[src/plm_pkg.sv]
// ----------------------------------------------------------------------------
// plm_pkg
// Shared constants, codes and types of the piecewise linear bin mapper.
// ----------------------------------------------------------------------------
`timescale 1ns / 1ps
`default_nettype none

package plm_pkg;

  localparam int VALUE_WIDTH = 32;
  localparam int TABLE_DEPTH = 16;
  localparam int IDX_W       = $clog2(TABLE_DEPTH);
  localparam int SP_W        = IDX_W + 1;
  localparam int CNT_W       = 5;
  localparam int DIFF_W      = VALUE_WIDTH + 1;
  localparam int PROD_W      = 2 * VALUE_WIDTH;
  localparam int DIV_STEPS   = (PROD_W + 1) / 2;
  localparam int DIVD_W      = 2 * DIV_STEPS;
  localparam int DCNT_W      = $clog2(DIV_STEPS + 1);
  localparam int SUM_W       = DIVD_W + 2;

  localparam int CFG_IDX_W   = 3;
  localparam logic [CFG_IDX_W-1:0] CFG_COUNT       = 3'd0;
  localparam logic [CFG_IDX_W-1:0] CFG_INTERPOLATE = 3'd1;
  localparam logic [CFG_IDX_W-1:0] CFG_CLAMP_BELOW = 3'd2;
  localparam logic [CFG_IDX_W-1:0] CFG_CLAMP_ABOVE = 3'd3;
  localparam logic [CFG_IDX_W-1:0] CFG_BELOW_VALUE = 3'd4;
  localparam logic [CFG_IDX_W-1:0] CFG_ABOVE_VALUE = 3'd5;

  localparam logic KIND_LOAD   = 1'b0;
  localparam logic KIND_SAMPLE = 1'b1;

  typedef struct packed {
    logic [VALUE_WIDTH-1:0] src;
    logic [VALUE_WIDTH-1:0] tgt;
  } pair_t;

  typedef struct packed {
    logic                   start;
    logic [DIVD_W-1:0]      dividend;
    logic [VALUE_WIDTH-1:0] divisor;
  } div_req_t;

  typedef struct packed {
    logic              done;
    logic [DIVD_W-1:0] quotient;
  } div_rsp_t;

endpackage

`default_nettype wire

[src/plm_table.sv]
// ----------------------------------------------------------------------------
// plm_table
// Breakpoint pair memory: one write port, two registered read ports.
// ----------------------------------------------------------------------------
`timescale 1ns / 1ps
`default_nettype none

module plm_table
  import plm_pkg::*;
(
  input  wire logic             clk_i,
  input  wire logic             we_i,
  input  wire logic [IDX_W-1:0] waddr_i,
  input  wire pair_t            wdata_i,
  input  wire logic [IDX_W-1:0] raddr_a_i,
  input  wire logic [IDX_W-1:0] raddr_b_i,
  output pair_t                 rdata_a_o,
  output pair_t                 rdata_b_o
);

  pair_t mem [TABLE_DEPTH];
  pair_t rdata_a_q;
  pair_t rdata_b_q;

  always_ff @(posedge clk_i) begin
    if (we_i) begin
      mem[waddr_i] <= wdata_i;
    end
    rdata_a_q <= mem[raddr_a_i];
    rdata_b_q <= mem[raddr_b_i];
  end

  assign rdata_a_o = rdata_a_q;
  assign rdata_b_o = rdata_b_q;

endmodule

`default_nettype wire

[config.mk]
export PLATFORM = sky130hd
export DESIGN_NAME = plm_table
export DESIGN_NICKNAME = d
export VERILOG_FILES = /design/src/plm_pkg.sv /design/src/plm_table.sv
export SDC_FILE = /design/constraint.sdc
export NUM_CORES = 1
export LEC_CHECK = 0
export CAP_MARGIN = 20
export CORE_UTILIZATION = 60
export CTS_BUF_LIST = sky130_fd_sc_hd__clkbuf_16
export CTS_CLUSTER_SIZE = 14
export DETAILED_ROUTE_END_ITERATION = 12
export DONT_BUFFER_PORTS = 1
export GPL_TIMING_DRIVEN = 0
export PLACE_DENSITY = 0.83
export SYNTH_ARGS = -nofsm -noshare
export SYNTH_HDL_FRONTEND = slang
export SYNTH_SLANG_ARGS = --single-unit
[constraint.sdc]
create_clock -name clk_i -period 7.2 [get_ports clk_i]
set_input_delay 0.72 -clock clk_i [delete_from_list [all_inputs] [get_ports clk_i]]
set_output_delay 0.72 -clock clk_i [all_outputs]
set_load 0.1 [all_outputs]
==> out/qor.csv <==
stage,metric,value,unit
outcome,status,"complete, no violations",
clock_network,ctsResizeCount,0,
synthesis,synth_nets,2325,
place,io_buffer_count,0,
synthesis,yosysWarningCount,0,
setup_path,path_max_fanout,10,
clock_network,cts.sinks,1152,
die,core,0.0794,mm2
clock_network,path_clk_slew,0.06,ns
power_and_ir_drop,seqPwrFrac,54.2,%
setup_path,worstPathRequired,7.71,ns
place,dp.final_hpwl,85200,um
sta,setup_viol,0,
synthesis,avgSynthCellArea,21.5,um2
power_and_ir_drop,total_power,15.1,mW
finish,final_common_cell,edfxtp_1,
finish,finalNonFillerCells,3584,
detailed_routing,ant_nets,0,
power_and_ir_drop,p_int,11.3,mW
clock_network,clk_latency,0.69,ns
min_path,min_path_type,in -> reg,
die,die_y,286,um
synthesis,synth_cell_types,18,
power_and_ir_drop,power.switching,3.80,mW
detailed_routing,drc,0,
detailed_routing,drtIter0Drc,4039,
finish,drive_gt1_share,33.2,%
clock_network,htree_levels,3,
place,gpl.final_weighted_congestion,0.797,
clock_network,root_buffer,clkbuf_16,
global_route,antenna_found_initial,4,
finish,syn2layout_area_growth,13.0,%
die,die_w,286,um
sta,final_hold_viol_count,0,
sta,finalCriticalPeriod,2.65,ns
flow_run,cap_violations,0,
synthesis,synth-seq-cells,1152,
power_and_ir_drop,power_density,277,mW/mm2
power_and_ir_drop,combinationalPowerShare,6.5,%
detailed_routing,wirelength,133000,um
sta,maxSlewViolCount,0,
sta,maxSlewHeadroom,22.1,%
sta,setup_tns,0,ns
sta,worst_slack,4.55,ns
clock_network,hold_buffers,0,
finish,fin_util,68.8,%
setup_path,crit_arrival,3.17,ns
die,rows,103,
sta,max_freq,377,MHz
setup_path,start_kind,input port,
detailed_routing,vias_per_cell,7.57,
sta,tightestPinTransition,1.17,ns
power_and_ir_drop,clkPwrFrac,39.2,%
place,dp_worst_setup_slack,3.97,ns
place,dpl.cell_count,3365,
setup_path,end_kind,register,
die,num_io_pins,206,
die,dieArea,0.0817,mm2
global_route,grt_pass1_wl,192000,um
power_and_ir_drop,switching_share,25.1,%
global_route,grt_start_max_net_pins,25,
sta,rsz0062_at_grt,no,
setup_path,critical_path_class,in -> reg,
global_route,grt_usage,33.1,%
sta,fin_skew,0.0337,ns
finish,final_nets,2511,
clock_network,cts_buffers,113,
detailed_routing,wl_per_cell,37.2,um
synthesis,ys_seq_area_share,69.0,%
power_and_ir_drop,vdd_ir_drop_max,0.257,mV
die,start_util,60.9,%
global_route,grt_overflow,0,
clock_network,cts_tree,done,
sta,period_share,36.8,%
synthesis,synth_area,0.0483,mm2
clock_network,postCtsSetupRepairBufs,0,
clock_network,ctsLongestPathBuffers,3,
detailed_routing,dr_total_vias,27100,
synthesis,syn_inst,2247,
detailed_routing,dr.pass1.iters,6,
power_and_ir_drop,leakagePower,17.5,nW
finish,layout_common_cells,"edfxtp_1 (1024), mux4_2 (512), a22oi_1 (256)",
global_route,grt_pass1_vias,28400,
## cell families after synthesis
kind of cell | count (synthesis) | share of synthesized area (%)
AND/OR/NAND/NOR | 159 | 1.32
buffers and inverters | 168 | 1.88
flip-flops | 1152 | 69.0
AO/OA/AOI/OAI | 256 | 3.98
multiplexers | 512 | 23.9
## layer usage
layer  up-vias  global-route usage [%]  wire (um)
met5         -                       0         11
met4         2                    16.8       6860
met3       501                    9.53      18200
met2      2465                    53.4      66000
met1     13900                    41.2      42100
li1      10200                       -          -
## worst max-delay path, stage by stage
cell	delay [ns]
clkbuf_1	0.71
clkbuf_1	0.77
mux4_2	0.44
a22oi_1	0.29
nand2_1	0.22
## flip-flops by register name, summed over array words and instances, names as in the netlist
name	cells
mem	1024
rdata_a_o	64
rdata_b_o	64
## power groups by stage
stage               sequential, mW  combinational [mW]  clock [mW]
floorplan                     8.30               0.647           0
global placement              8.33               0.912           0
detailed placement            8.34               0.962           0
CTS                           8.20               0.975        5.95
global route                  8.22                1.02        6.20
finish                        8.20               0.988        5.94
## cell type report
type	count	area [um2]
Sequential cell	1152	33300
Fill cell	4650	24800
Multi-Input combinational cell	927	14200
Clock buffer	114	2850
Tap cell	1050	1310
Timing Repair Buffer	71	1140
Buffer	168	907
Clock inverter	97	855
Antenna cell	5	12.5
## Yosys cell counts
master | instances | share of area (%)
buf_4 | 11 | 0.17
nand2b_1 | 2 | 0.026
nor3_1 | 4 | 0.041
dfxtp_1 | 128 | 5.3
mux4_2 | 512 | 24
buf_2 | 32 | 0.33
nand3b_1 | 2 | 0.031
edfxtp_1 | 1024 | 64
nand2_1 | 129 | 1.0
a22oi_1 | 256 | 4.0
buf_6 | 26 | 0.61
nand3_1 | 1 | 0.010
and2_1 | 2 | 0.026
nor2_1 | 14 | 0.11
buf_1 | 16 | 0.12
or3b_2 | 1 | 0.018
nor2b_1 | 4 | 0.052
clkbuf_1 | 83 | 0.64
## worst paths after layout
path,startpoint,end,slack [ns],cells past startpoint
max,raddr_a_i[1],rdata_a_o[22]$_DFF_P_,4.55,5
min,wdata_i[0],mem[2][0]$_DFFE_PP_,0.12,0
max reg2reg,mem[0][28]$_DFFE_PP_,rdata_a_o[28]$_DFF_P_,5.59,3
min reg2reg,mem[14][26]$_DFFE_PP_,rdata_b_o[26]$_DFF_P_,0.71,3
## through the flow
stage / instance area [um2] / hold WS [ns]
final: 54600 / 0.121
after global routing: 54600 / 0.115
after global placement: 49600 / 0.679
after detailed placement: 50800 / 0.696
after floorplan: 48300 / 0.655
after CTS: 54500 / 0.103
Note: power is estimated with default switching activity, not from simulation.
