<file path="src/plm_pkg.sv">
// ----------------------------------------------------------------------------
// plm_pkg
// Shared constants, codes and types of the piecewise linear bin mapper.
// ----------------------------------------------------------------------------
`timescale 1ns / 1ps
`default_nettype none

package plm_pkg;

  localparam int VALUE_WIDTH = 32;
  localparam int TABLE_DEPTH = 16;
  localparam int IDX_W       = $clog2(TABLE_DEPTH);
  localparam int SP_W        = IDX_W + 1;
  localparam int CNT_W       = 5;
  localparam int DIFF_W      = VALUE_WIDTH + 1;
  localparam int PROD_W      = 2 * VALUE_WIDTH;
  localparam int DIV_STEPS   = (PROD_W + 1) / 2;
  localparam int DIVD_W      = 2 * DIV_STEPS;
  localparam int DCNT_W      = $clog2(DIV_STEPS + 1);
  localparam int SUM_W       = DIVD_W + 2;

  localparam int CFG_IDX_W   = 3;
  localparam logic [CFG_IDX_W-1:0] CFG_COUNT       = 3'd0;
  localparam logic [CFG_IDX_W-1:0] CFG_INTERPOLATE = 3'd1;
  localparam logic [CFG_IDX_W-1:0] CFG_CLAMP_BELOW = 3'd2;
  localparam logic [CFG_IDX_W-1:0] CFG_CLAMP_ABOVE = 3'd3;
  localparam logic [CFG_IDX_W-1:0] CFG_BELOW_VALUE = 3'd4;
  localparam logic [CFG_IDX_W-1:0] CFG_ABOVE_VALUE = 3'd5;

  localparam logic KIND_LOAD   = 1'b0;
  localparam logic KIND_SAMPLE = 1'b1;

  typedef struct packed {
    logic [VALUE_WIDTH-1:0] src;
    logic [VALUE_WIDTH-1:0] tgt;
  } pair_t;

  typedef struct packed {
    logic                   start;
    logic [DIVD_W-1:0]      dividend;
    logic [VALUE_WIDTH-1:0] divisor;
  } div_req_t;

  typedef struct packed {
    logic              done;
    logic [DIVD_W-1:0] quotient;
  } div_rsp_t;

endpackage

`default_nettype wire

</file>
<file path="src/plm_div.sv">
// ----------------------------------------------------------------------------
// plm_div
// Unsigned restoring divider, two quotient bits per cycle.
// ----------------------------------------------------------------------------
`timescale 1ns / 1ps
`default_nettype none

module plm_div
  import plm_pkg::*;
(
  input  wire logic     clk_i,
  input  wire logic     rst_ni,
  input  wire div_req_t req_i,
  output div_rsp_t      rsp_o
);

  logic                   busy_q, busy_d;
  logic                   done_q, done_d;
  logic [DCNT_W-1:0]      cnt_q, cnt_d;
  logic [VALUE_WIDTH-1:0] rem_q, rem_d;
  logic [DIVD_W-1:0]      quo_q, quo_d;
  logic [VALUE_WIDTH-1:0] dvs_q, dvs_d;
  logic [DIFF_W-1:0]      r_a, r_b;
  logic                   b_a, b_b;

  always_comb begin
    r_a = {rem_q, quo_q[DIVD_W-1]};
    b_a = (r_a >= {1'b0, dvs_q});
    if (b_a) begin
      r_a = r_a - {1'b0, dvs_q};
    end
    r_b = {r_a[VALUE_WIDTH-1:0], quo_q[DIVD_W-2]};
    b_b = (r_b >= {1'b0, dvs_q});
    if (b_b) begin
      r_b = r_b - {1'b0, dvs_q};
    end

    busy_d = busy_q;
    done_d = 1'b0;
    cnt_d  = cnt_q;
    rem_d  = rem_q;
    quo_d  = quo_q;
    dvs_d  = dvs_q;
    if (req_i.start) begin
      busy_d = 1'b1;
      cnt_d  = DCNT_W'(DIV_STEPS);
      rem_d  = '0;
      quo_d  = req_i.dividend;
      dvs_d  = req_i.divisor;
    end else if (busy_q) begin
      rem_d = r_b[VALUE_WIDTH-1:0];
      quo_d = {quo_q[DIVD_W-3:0], b_a, b_b};
      cnt_d = cnt_q - DCNT_W'(1);
      if (cnt_q == DCNT_W'(1)) begin
        busy_d = 1'b0;
        done_d = 1'b1;
      end
    end
  end

  always_ff @(posedge clk_i or negedge rst_ni) begin
    if (!rst_ni) begin
      busy_q <= 1'b0;
      done_q <= 1'b0;
      cnt_q  <= '0;
    end else begin
      busy_q <= busy_d;
      done_q <= done_d;
      cnt_q  <= cnt_d;
    end
  end

  always_ff @(posedge clk_i) begin
    rem_q <= rem_d;
    quo_q <= quo_d;
    dvs_q <= dvs_d;
  end

  assign rsp_o.done     = done_q;
  assign rsp_o.quotient = quo_q;

endmodule

`default_nettype wire

</file>
<file path="config.mk">
export PLATFORM = sky130hd
export DESIGN_NAME = plm_div
export DESIGN_NICKNAME = d
export VERILOG_FILES = /design/src/plm_pkg.sv /design/src/plm_div.sv
export SDC_FILE = /design/constraint.sdc
export NUM_CORES = 1
export LEC_CHECK = 0
export ABC_AREA = 1
export BUFFER_PORTS_ARGS = -buffer_cell sky130_fd_sc_hd__buf_2
export CORE_MARGIN = 2
export CORE_UTILIZATION = 40
export CTS_CLUSTER_SIZE = 24
export DETAILED_ROUTE_END_ITERATION = 12
export GPL_ROUTABILITY_DRIVEN = 0
export MAX_ROUTING_LAYER = met4
export PLACE_DENSITY = 0.59
export SKIP_CTS_REPAIR_TIMING = 1
export SYNTH_ARGS = -nofsm -noshare
export SYNTH_HDL_FRONTEND = slang
export SYNTH_SLANG_ARGS = --single-unit
</file>
<file path="constraint.sdc">
create_clock -name clk_i -period 8.1 [get_ports clk_i]
set_clock_uncertainty 0.15 [all_clocks]
set_input_delay 0.405 -clock clk_i [delete_from_list [all_inputs] [get_ports clk_i]]
set_output_delay 0.405 -clock clk_i [all_outputs]
set_load 0.01 [all_outputs]
</file>
==> reports/metrics.yaml, run 1 <==
power_frac_seq_pct: 17.1
reg2reg_setup_slack_ns: 2.50
cts_buffer_depth: 2
max_freq_mhz: 179
firstDrtPassIters: 6
slew_viol_final: 0
start_kind: "flop"
drv_cap: 0
synth_area_per_cell_um2: 6.84
holdWs_ns: 0.0124
clock_sinks: 136
synth-compound-area-share_pct: 6.96
grt_max_degree: 72
worstMarginPinSlew_ns: 0.950
synth.yosys.seq_area_share_pct: 34.3
synth_cell_types: 45
synth-simple-area-share_pct: 36.7
worst_slack_ns: 2.50
placed_cells: 2058
synth_top_family_by_area: "simple AND/OR/NAND/NOR gates"
max_slew_margin_pct: 36.5
switching_share_pct: 54.0
grt_pass1_wl_um: 53700
critPathLaunch: "dvs_q[15]$_DFFE_PP_"
final_cell_mix: "nand2_1, inv_1, buf_2"
period_share_pct: 69.1
critPathMaxStageDelay_ns: 0.77
insertion_delay_ns: 0.43
p_per_area_mw_per_mm2: 461
coreArea_mm2: 0.0268
power_frac_clock_pct: 13.3
status: "completed"
instances_no_fill: 2112
synthAdderAreaFrac_pct: 7.98
antenna_found_initial: 1
hold_violations: 0
hpwl_um: 27400
cp_common_cell: "nand2_1"
drive_gt1_share_pct: 15.3
nets: 1924
die-width_um: 169
dp_slack_ns: 2.57
syn_area_mm2: 0.0109
syn_nets: 1753
period_minus_slack_ns: 5.60
num_vias: 10600
critPathArrivalTime_ns: 5.82
cts_buffers: 17
required_ns: 8.33
wl_per_cell_um: 16.2
io_buffers: 163
cp_slowest_cell: "a21oi_4"
r2r_end: "rem_q[27]$_SDFFE_PP0P_"
finalSetupViolations: 0
synth_edf_count: 96
cp_max_fo: 32
area_delta_synth_final_pct: 17.1
grt_pass1_vias: 10100
cts_tree: "built"
via_per_inst: 5.02
power.switching_mw: 3.17
yosys-mux-area-fraction_pct: 0
crit_end: "rem_q[27]$_SDFFE_PP0P_"
syn_inst: 1586
synthXorXnorAreaFrac_pct: 3.15
yosysWarnings: 0
cts_root_buf: "clkbuf_16"
tns_ns: 0
die_y_um: 169
nFillCells: 2751
drt-total-wl_um: 34200
crit_type: "reg2reg"
power.leakage_nw: 6.84
rows: 60
initial_core_util_pct: 40.5
grt_remaining_overflow: 0
crit_path_end_kind: "flop"
drc: 0
r2r_cells: 25
peakVddDrop_uv: 275
ys_ff_latch: 136
drtIter0Drc: 852
io_pins: 164
hp-class: "in2reg"
die_area_mm2: 0.0285
rr_startpoint: "dvs_q[15]$_DFFE_PP_"
htreeDepth: 4
multi_input_area_mm2: 0.00595
path_clk_slew_ns: 0.06
comb_power_share_pct: 69.5
async_reset_ff_share_pct: 5.88
grtUsageTotal_pct: 25.0
rsz0062_at_grt: "false"
internal_power_mw: 2.69
register_area_mm2: 0.00372
ant_nets: 0
mostFrequentLayoutCell: "nand2_1"
synth_flop_cell: "edfxtp_1"
## logic make-up (layout without fill, tap and decap cells)
family / Yosys count / after routing
and+or+nand+nor: 918 / 918
buffers and inverters: 293 / 477
DFF: 136 / 136
AOI/OAI and AO/OA: 132 / 132
adders and majority gates: 68 / 68
xor gates and xnor gates: 39 / 39
other: 0 / 1
## through the flow
| step | area [um2] | util (%) | total power [mW] |
|---|---|---|---|
| after CTS | 12500 | 46.6 | 5.81 |
| after global routing | 12700 | 47.4 | 6.38 |
| after floorplan | 10900 | - | 4.07 |
| after global placement | 11900 | 44.5 | 4.98 |
| after detailed placement | 11900 | 44.5 | 5.00 |
| final | 12700 | 47.4 | 5.86 |
## synth_stat cells (9+ instances only)
cell	n	area share, %
a21oi_1	63	2.9
buf_2	9	0.41
clkbuf_1	16	0.55
dfxtp_1	32	5.9
edfxtp_1	96	27
ha_1	66	7.6
inv_1	250	8.6
nand2_1	642	22
nand2_2	12	0.69
nand3_1	96	4.4
nand3_2	34	3.1
nand4_1	22	1.3
nor2_1	81	2.8
nor3_1	10	0.46
o21ai_0	34	1.6
o21bai_1	10	0.69
xnor2_1	28	2.3
xor2_1	11	0.89
## flip-flops by register name, indices dropped and copies added, names as in the netlist
name,flops
done_q,1
busy_q,1
rem_q,32
dvs_q,32
quo_q,64
cnt_q,6
## critical path, delay by kind of cell, from the launching register on
family	cells	cell delay (ns)
simple gates	15	2.57
compound gates	4	1.46
fa+ha+maj	2	0.62
flops	1	0.39
buf+inv	4	0.30
## area by class of cell
cell class	instances	area share, %
Clock buffer	17	3.35
Timing Repair Buffer	190	8.44
Sequential cell	136	29.3
Inverter	255	7.53
Tap cell	341	3.36
Clock inverter	15	1.25
Multi-Input combinational cell	1157	46.8
Antenna cell	1	0.0197
## power groups by stage
stage               clock [mW]  sequential [mW]  combinational (mW)
finish                   0.782             1.00                4.08
global placement             0             1.02                3.97
floorplan                    0             1.01                3.06
detailed placement           0             1.01                3.98
CTS                      0.797             1.00                4.01
global route             0.822             1.02                4.53
## worst min path at each step
stage,start,endpoint,cells after the start
2_1_floorplan,rst_ni,busy_q$_DFF_PN0_,0
3_3_place_gp,rst_ni,cnt_q[4]$_DFFE_PN0P_,1
3_5_place_dp,rst_ni,cnt_q[5]$_DFFE_PN0P_,1
4_1_cts,rst_ni,cnt_q[5]$_DFFE_PN0P_,1
5_1_grt,req_i[12],dvs_q[12]$_DFFE_PP_,1
6_report,req_i[9],dvs_q[9]$_DFFE_PP_,1
## per-layer routing
metal / GRT usage, % / vias up / share of wire, %
li1: - / 5347 / -
met1: 33.5 / 4762 / 46
met2: 37.4 / 422 / 44
met3: 4.26 / 65 / 6.8
met4: 10.5 / 0 / 3.6
met5: - / - / 0
No activity file was read; power rests on OpenSTA's default activity.
==> inputs of run 2 (changes only) <==
==> constraint.sdc (replaced) <==
create_clock -name clk_i -period 5.3 [get_ports clk_i]
set_clock_uncertainty 0.15 [all_clocks]
set_input_delay 0.265 -clock clk_i [delete_from_list [all_inputs] [get_ports clk_i]]
set_output_delay 0.265 -clock clk_i [all_outputs]
set_load 0.01 [all_outputs]
==> reports/metrics.yaml, run 2 (synthesis results as in run 1) <==
ant_nets: 0
htreeDepth: 4
crit_path_end_kind: "flop"
grt_util_met3_pct: 3.13
start_kind: "flop"
drc: 0
initial_core_util_pct: 40.5
hold_violations: 8
final_cell_mix: "nand2_1, inv_1, buf_2"
grtUsageTotal_pct: 25.2
die_y_um: 169
slew_viol_final: 0
cts_buffer_depth: 2
whs_path_depth: 3
io_pins: 164
worstMarginPinSlew_ns: 1.04
gr-usage-met1_pct: 33.9
violations: "hold timing"
rows: 60
max_slew_margin_pct: 30.5
drt-total-wl_um: 35900
crit_type: "reg2reg"
insertion_delay_ns: 0.42
hpwl_um: 27800
cp_max_fo: 33
clock_sinks: 136
mostFrequentLayoutCell: "nand2_1"
antenna_found_initial: 0
peakVddDrop_uv: 470
regMostFlops: "quo_q"
grt_remaining_overflow: 0
period_share_pct: 92.7
cts_buffers: 17
worstHoldEndpoint: "quo_q[54]$_DFFE_PP_"
critPathArrivalTime_ns: 4.88
r2r_cells: 23
largestRegisters: "quo_q (64), dvs_q (32), rem_q (32)"
power.leakage_nw: 7.17
path_clk_slew_ns: 0.06
via_per_inst: 5.06
grt_busiest_layer: "met2"
period_minus_slack_ns: 4.91
grt_use_met2_pct: 39.6
area_delta_synth_final_pct: 24.2
coreArea_mm2: 0.0268
die_area_mm2: 0.0285
rr_startpoint: "dvs_q[16]$_DFFE_PP_"
nets: 1992
drv_cap: 0
cts_root_buf: "clkbuf_16"
rsz0062_at_grt: "false"
grt_pass1_vias: 10400
drtIter0Drc: 917
wl_per_cell_um: 16.5
hp-class: "in2reg"
required_ns: 5.27
holdWs_ns: -0.0268
num_vias: 11000
grt_pass1_wl_um: 54200
grt_max_degree: 93
holdCritStartpoint: "req_i[86]"
finalSetupViolations: 0
p_per_area_mw_per_mm2: 691
cts_tree: "built"
io_buffers: 163
drive_gt1_share_pct: 15.0
tns_ns: 0
diodes: 0
r2r_end: "quo_q[0]$_DFFE_PP_"
power.total_mw: 9.31
largest_reg_flops: 64
status: "finished, violations left"
max_freq_mhz: 203
firstDrtPassIters: 5
die-width_um: 169
reg2reg_setup_slack_ns: 0.39
run 2: changes by cell type in the layout (fill, tap and decap cells not counted), sizes merged:
cell         previous run  this run
clkbuf                 17        21
dlygate4sd3            21        82
bufinv                  1         5
diode                   1         0
inv                   264       257
clkinv                  3         2
buf                   169       176
run 2: cell type report:
type | count | area (um2)
Inverter | 255 | 957
Tap cell | 341 | 427
Sequential cell | 136 | 3720
Fill cell | 2611 | 13300
Clock inverter | 11 | 195
Clock buffer | 21 | 460
Timing Repair Buffer | 258 | 1770
Multi-Input combinational cell | 1157 | 5950
run 2: worst max path at each step:
stage                              from                      to  slack (ns)  depth (start not counted)
floorplan           quo_q[63]$_DFFE_PP_  rem_q[26]$_SDFFE_PP0P_        1.49                         29
global placement    dvs_q[16]$_DFFE_PP_      quo_q[0]$_DFFE_PP_        0.35                         23
detailed placement  dvs_q[16]$_DFFE_PP_      quo_q[0]$_DFFE_PP_        0.32                         23
CTS                 dvs_q[16]$_DFFE_PP_      quo_q[0]$_DFFE_PP_        0.27                         23
global route        quo_q[63]$_DFFE_PP_   rem_q[3]$_SDFFE_PP0P_        0.02                         28
finish              dvs_q[16]$_DFFE_PP_      quo_q[0]$_DFFE_PP_        0.39                         23
run 2: report_power, final:
part	internal, mW	switching (mW)
Sequential	1.38	0.164
Clock	0.863	0.466
Combinational	2.22	4.22
run 2: per-stage QoR:
stage	instance area (um2)	utilization (%)	hold WS [ns]	setup slack [ns]	std cells
6_report	13500	50.3	-0.0268	0.386	2179
2_1_floorplan	10900	-	-0.181	1.49	1586
3_5_place_dp	12000	44.8	-0.0276	0.318	2065
5_1_grt	13500	50.3	0.00179	0.0166	2179
3_3_place_gp	12000	44.8	-0.0251	0.349	2065
4_1_cts	12700	47.2	-0.479	0.266	2097
run 2: routing by layer:
layer  routed length, um  vias up  part of all wire (%)
met2               16300      468                    45
li1                    -     5490                     -
met5                   0        -                     0
met3                2280       52                   6.4
met1               16300     5018                    46
met4                 976        0                   2.7
run 2: critical path: stages, from the launching register on:
cell      delay [ns]
edfxtp_1        0.39
inv_1           0.10
ha_1            0.38
nand2_1         0.12
nor2_1          0.22
nand2_1         0.14
nor2_1          0.11
nand2_1         0.10
nand3_2         0.12
nand2_2         0.09
nand2_4         0.27
buf_4           0.22
nand3_1         0.08
nand2_1         0.18
inv_1           0.07
ha_1            0.35
nand2_1         0.13
nor2_1          0.06
nand2_1         0.08
nor2_1          0.07
a31oi_1         0.29
nand2_2         0.14
nor2_8          0.55
a31oi_1         0.18
==> inputs of run 3 (changes only) <==
--- a/config.mk
+++ b/config.mk
@@ -6,7 +6,7 @@
 export NUM_CORES = 1
 export LEC_CHECK = 0
 export ABC_AREA = 1
-export BUFFER_PORTS_ARGS = -buffer_cell sky130_fd_sc_hd__buf_2
+export BUFFER_PORTS_ARGS = -buffer_cell sky130_fd_sc_hd__buf_4
 export CORE_MARGIN = 2
 export CORE_UTILIZATION = 40
 export CTS_CLUSTER_SIZE = 24
==> constraint.sdc (replaced) <==
create_clock -name clk_i -period 5.45 [get_ports clk_i]
set_clock_uncertainty 0.15 [all_clocks]
set_input_delay 0.2725 -clock clk_i [delete_from_list [all_inputs] [get_ports clk_i]]
set_output_delay 0.2725 -clock clk_i [all_outputs]
set_load 0.01 [all_outputs]
==> reports/metrics.yaml, run 3 (synthesis results as in run 1) <==
cts_buffers: 17
drv_cap: 0
ant_nets: 0
coreArea_mm2: 0.0268
dp_slack_ns: 0.417
drive_gt1_share_pct: 14.9
io_buffers: 163
largest_reg_flops: 64
crit_path_end_kind: "flop"
placed_area_mm2: 0.0124
violations: "hold timing"
r2r_end: "rem_q[24]$_SDFFE_PP0P_"
holdCritStartpoint: "req_i[62]"
final_cell_mix: "nand2_1, inv_1, buf_4"
required_ns: 5.62
grt_remaining_overflow: 0
rsz0062_at_grt: "false"
period_share_pct: 92.9
diodes: 0
nFillCells: 2581
critPathLaunch: "dvs_q[24]$_DFFE_PP_"
regMostFlops: "quo_q"
mostFrequentLayoutCell: "nand2_1"
grt_pass1_vias: 10100
max_freq_mhz: 198
grtUsageTotal_pct: 25.1
die_y_um: 169
hpwl_um: 27800
die-width_um: 169
fin_area_mm2: 0.0139
hold_violations: 2
slew_viol_final: 0
worstHoldEndpoint: "quo_q[30]$_DFFE_PP_"
drc: 0
worst_slack_ns: 0.389
power.leakage_nw: 7.32
nets: 1999
clock_sinks: 136
initial_core_util_pct: 40.5
reg2reg_setup_slack_ns: 0.39
instances_no_fill: 2186
firstDrtPassIters: 5
holdWs_ns: -0.0244
insertion_delay_ns: 0.43
placed_cells: 2065
worstMarginPinSlew_ns: 0.921
peakVddDrop_uv: 324
path_clk_slew_ns: 0.06
grt_max_degree: 70
via_per_inst: 5.02
r2r_cells: 27
grt_pass1_wl_um: 53800
io_pins: 164
crit_type: "reg2reg"
hp-class: "in2reg"
cp_max_fo: 21
power.total_mw: 9.04
finalSetupViolations: 0
tns_ns: 0
max_slew_margin_pct: 38.6
rows: 60
p_per_area_mw_per_mm2: 648
cts_buffer_depth: 2
drtIter0Drc: 904
whs_path_depth: 3
num_vias: 11000
wl_per_cell_um: 16.3
status: "finished, violations left"
area_delta_synth_final_pct: 28.5
largestRegisters: "quo_q (64), dvs_q (32), rem_q (32)"
htreeDepth: 4
cts_root_buf: "clkbuf_16"
period_minus_slack_ns: 5.06
critPathArrivalTime_ns: 5.23
start_kind: "flop"
cts_tree: "built"
rr_startpoint: "dvs_q[24]$_DFFE_PP_"
drt-total-wl_um: 35600
die_area_mm2: 0.0285
antenna_found_initial: 0
-- run 3: changes by cell type in the layout (fill, tap and decap cells not counted), moves of 3 or more --
cell / before / now
buf_2: 162 / 0
dlygate4sd3_1: 82 / 89
clkinv_4: 1 / 4
buf_4: 11 / 171
-- run 3: worst max-delay path, stage by stage (launching register included) --
cell	delay, ns
edfxtp_1	0.32
inv_1	0.11
ha_1	0.40
nand2_1	0.13
nor2_1	0.33
nand2_1	0.09
nor2_1	0.15
nand2_1	0.14
nand3_2	0.11
a21oi_2	0.07
nand2_2	0.28
buf_12	0.20
o21ai_0	0.13
nand2_1	0.13
inv_1	0.05
ha_1	0.32
nand2_1	0.19
inv_1	0.09
nand2_1	0.05
nand2_1	0.21
inv_1	0.06
o21ai_0	0.48
nand2_1	0.10
nand3b_1	0.17
xnor2_1	0.18
nand2_1	0.11
nand3_1	0.11
nand2_1	0.06
-- run 3: power breakdown --
part	switching [mW]	leakage [nW]	internal [mW]
combinational	4.08	5.64	2.23
sequential	0.163	1.38	1.34
clock	0.460	0.300	0.769
total	4.70	7.32	4.34
-- run 3: worst max-delay path by stage --
stage | end | slack, ns | cells after the start
CTS | quo_q[0]$_DFFE_PP_ | 0.37 | 25
global placement | quo_q[0]$_DFFE_PP_ | 0.40 | 25
finish | rem_q[24]$_SDFFE_PP0P_ | 0.39 | 27
floorplan | rem_q[26]$_SDFFE_PP0P_ | 1.64 | 29
global route | rem_q[6]$_SDFFE_PP0P_ | 0.03 | 28
detailed placement | quo_q[0]$_DFFE_PP_ | 0.42 | 25
-- run 3: area by class of cell --
class,count,area [um2],share of cell area [%]
multi-input cells,1157,5960,42.7
flip-flops and latches,136,3720,26.7
repair buffers,265,2270,16.2
inverters,255,957,6.86
clock buffers,21,440,3.16
well taps,341,427,3.06
clock inverters,11,174,1.25
-- run 3: per-layer routing --
metal  global-route usage [%]  vias to the layer above  part of all wire, %
li1                         -                     5503                    -
met1                     34.0                     5035                   46
met2                     37.8                      382                   45
met3                     4.72                       49                  6.1
met4                     8.47                        0                  2.7
met5                        -                        -                    0
-- run 3: through the flow --
step	hold WS (ns)	utilization (%)
after floorplan	-0.173	-
after global placement	-0.0500	46.4
after detailed placement	-0.0483	46.4
after CTS	-0.503	48.7
after global routing	-0.00130	52.0
final	-0.0244	52.0
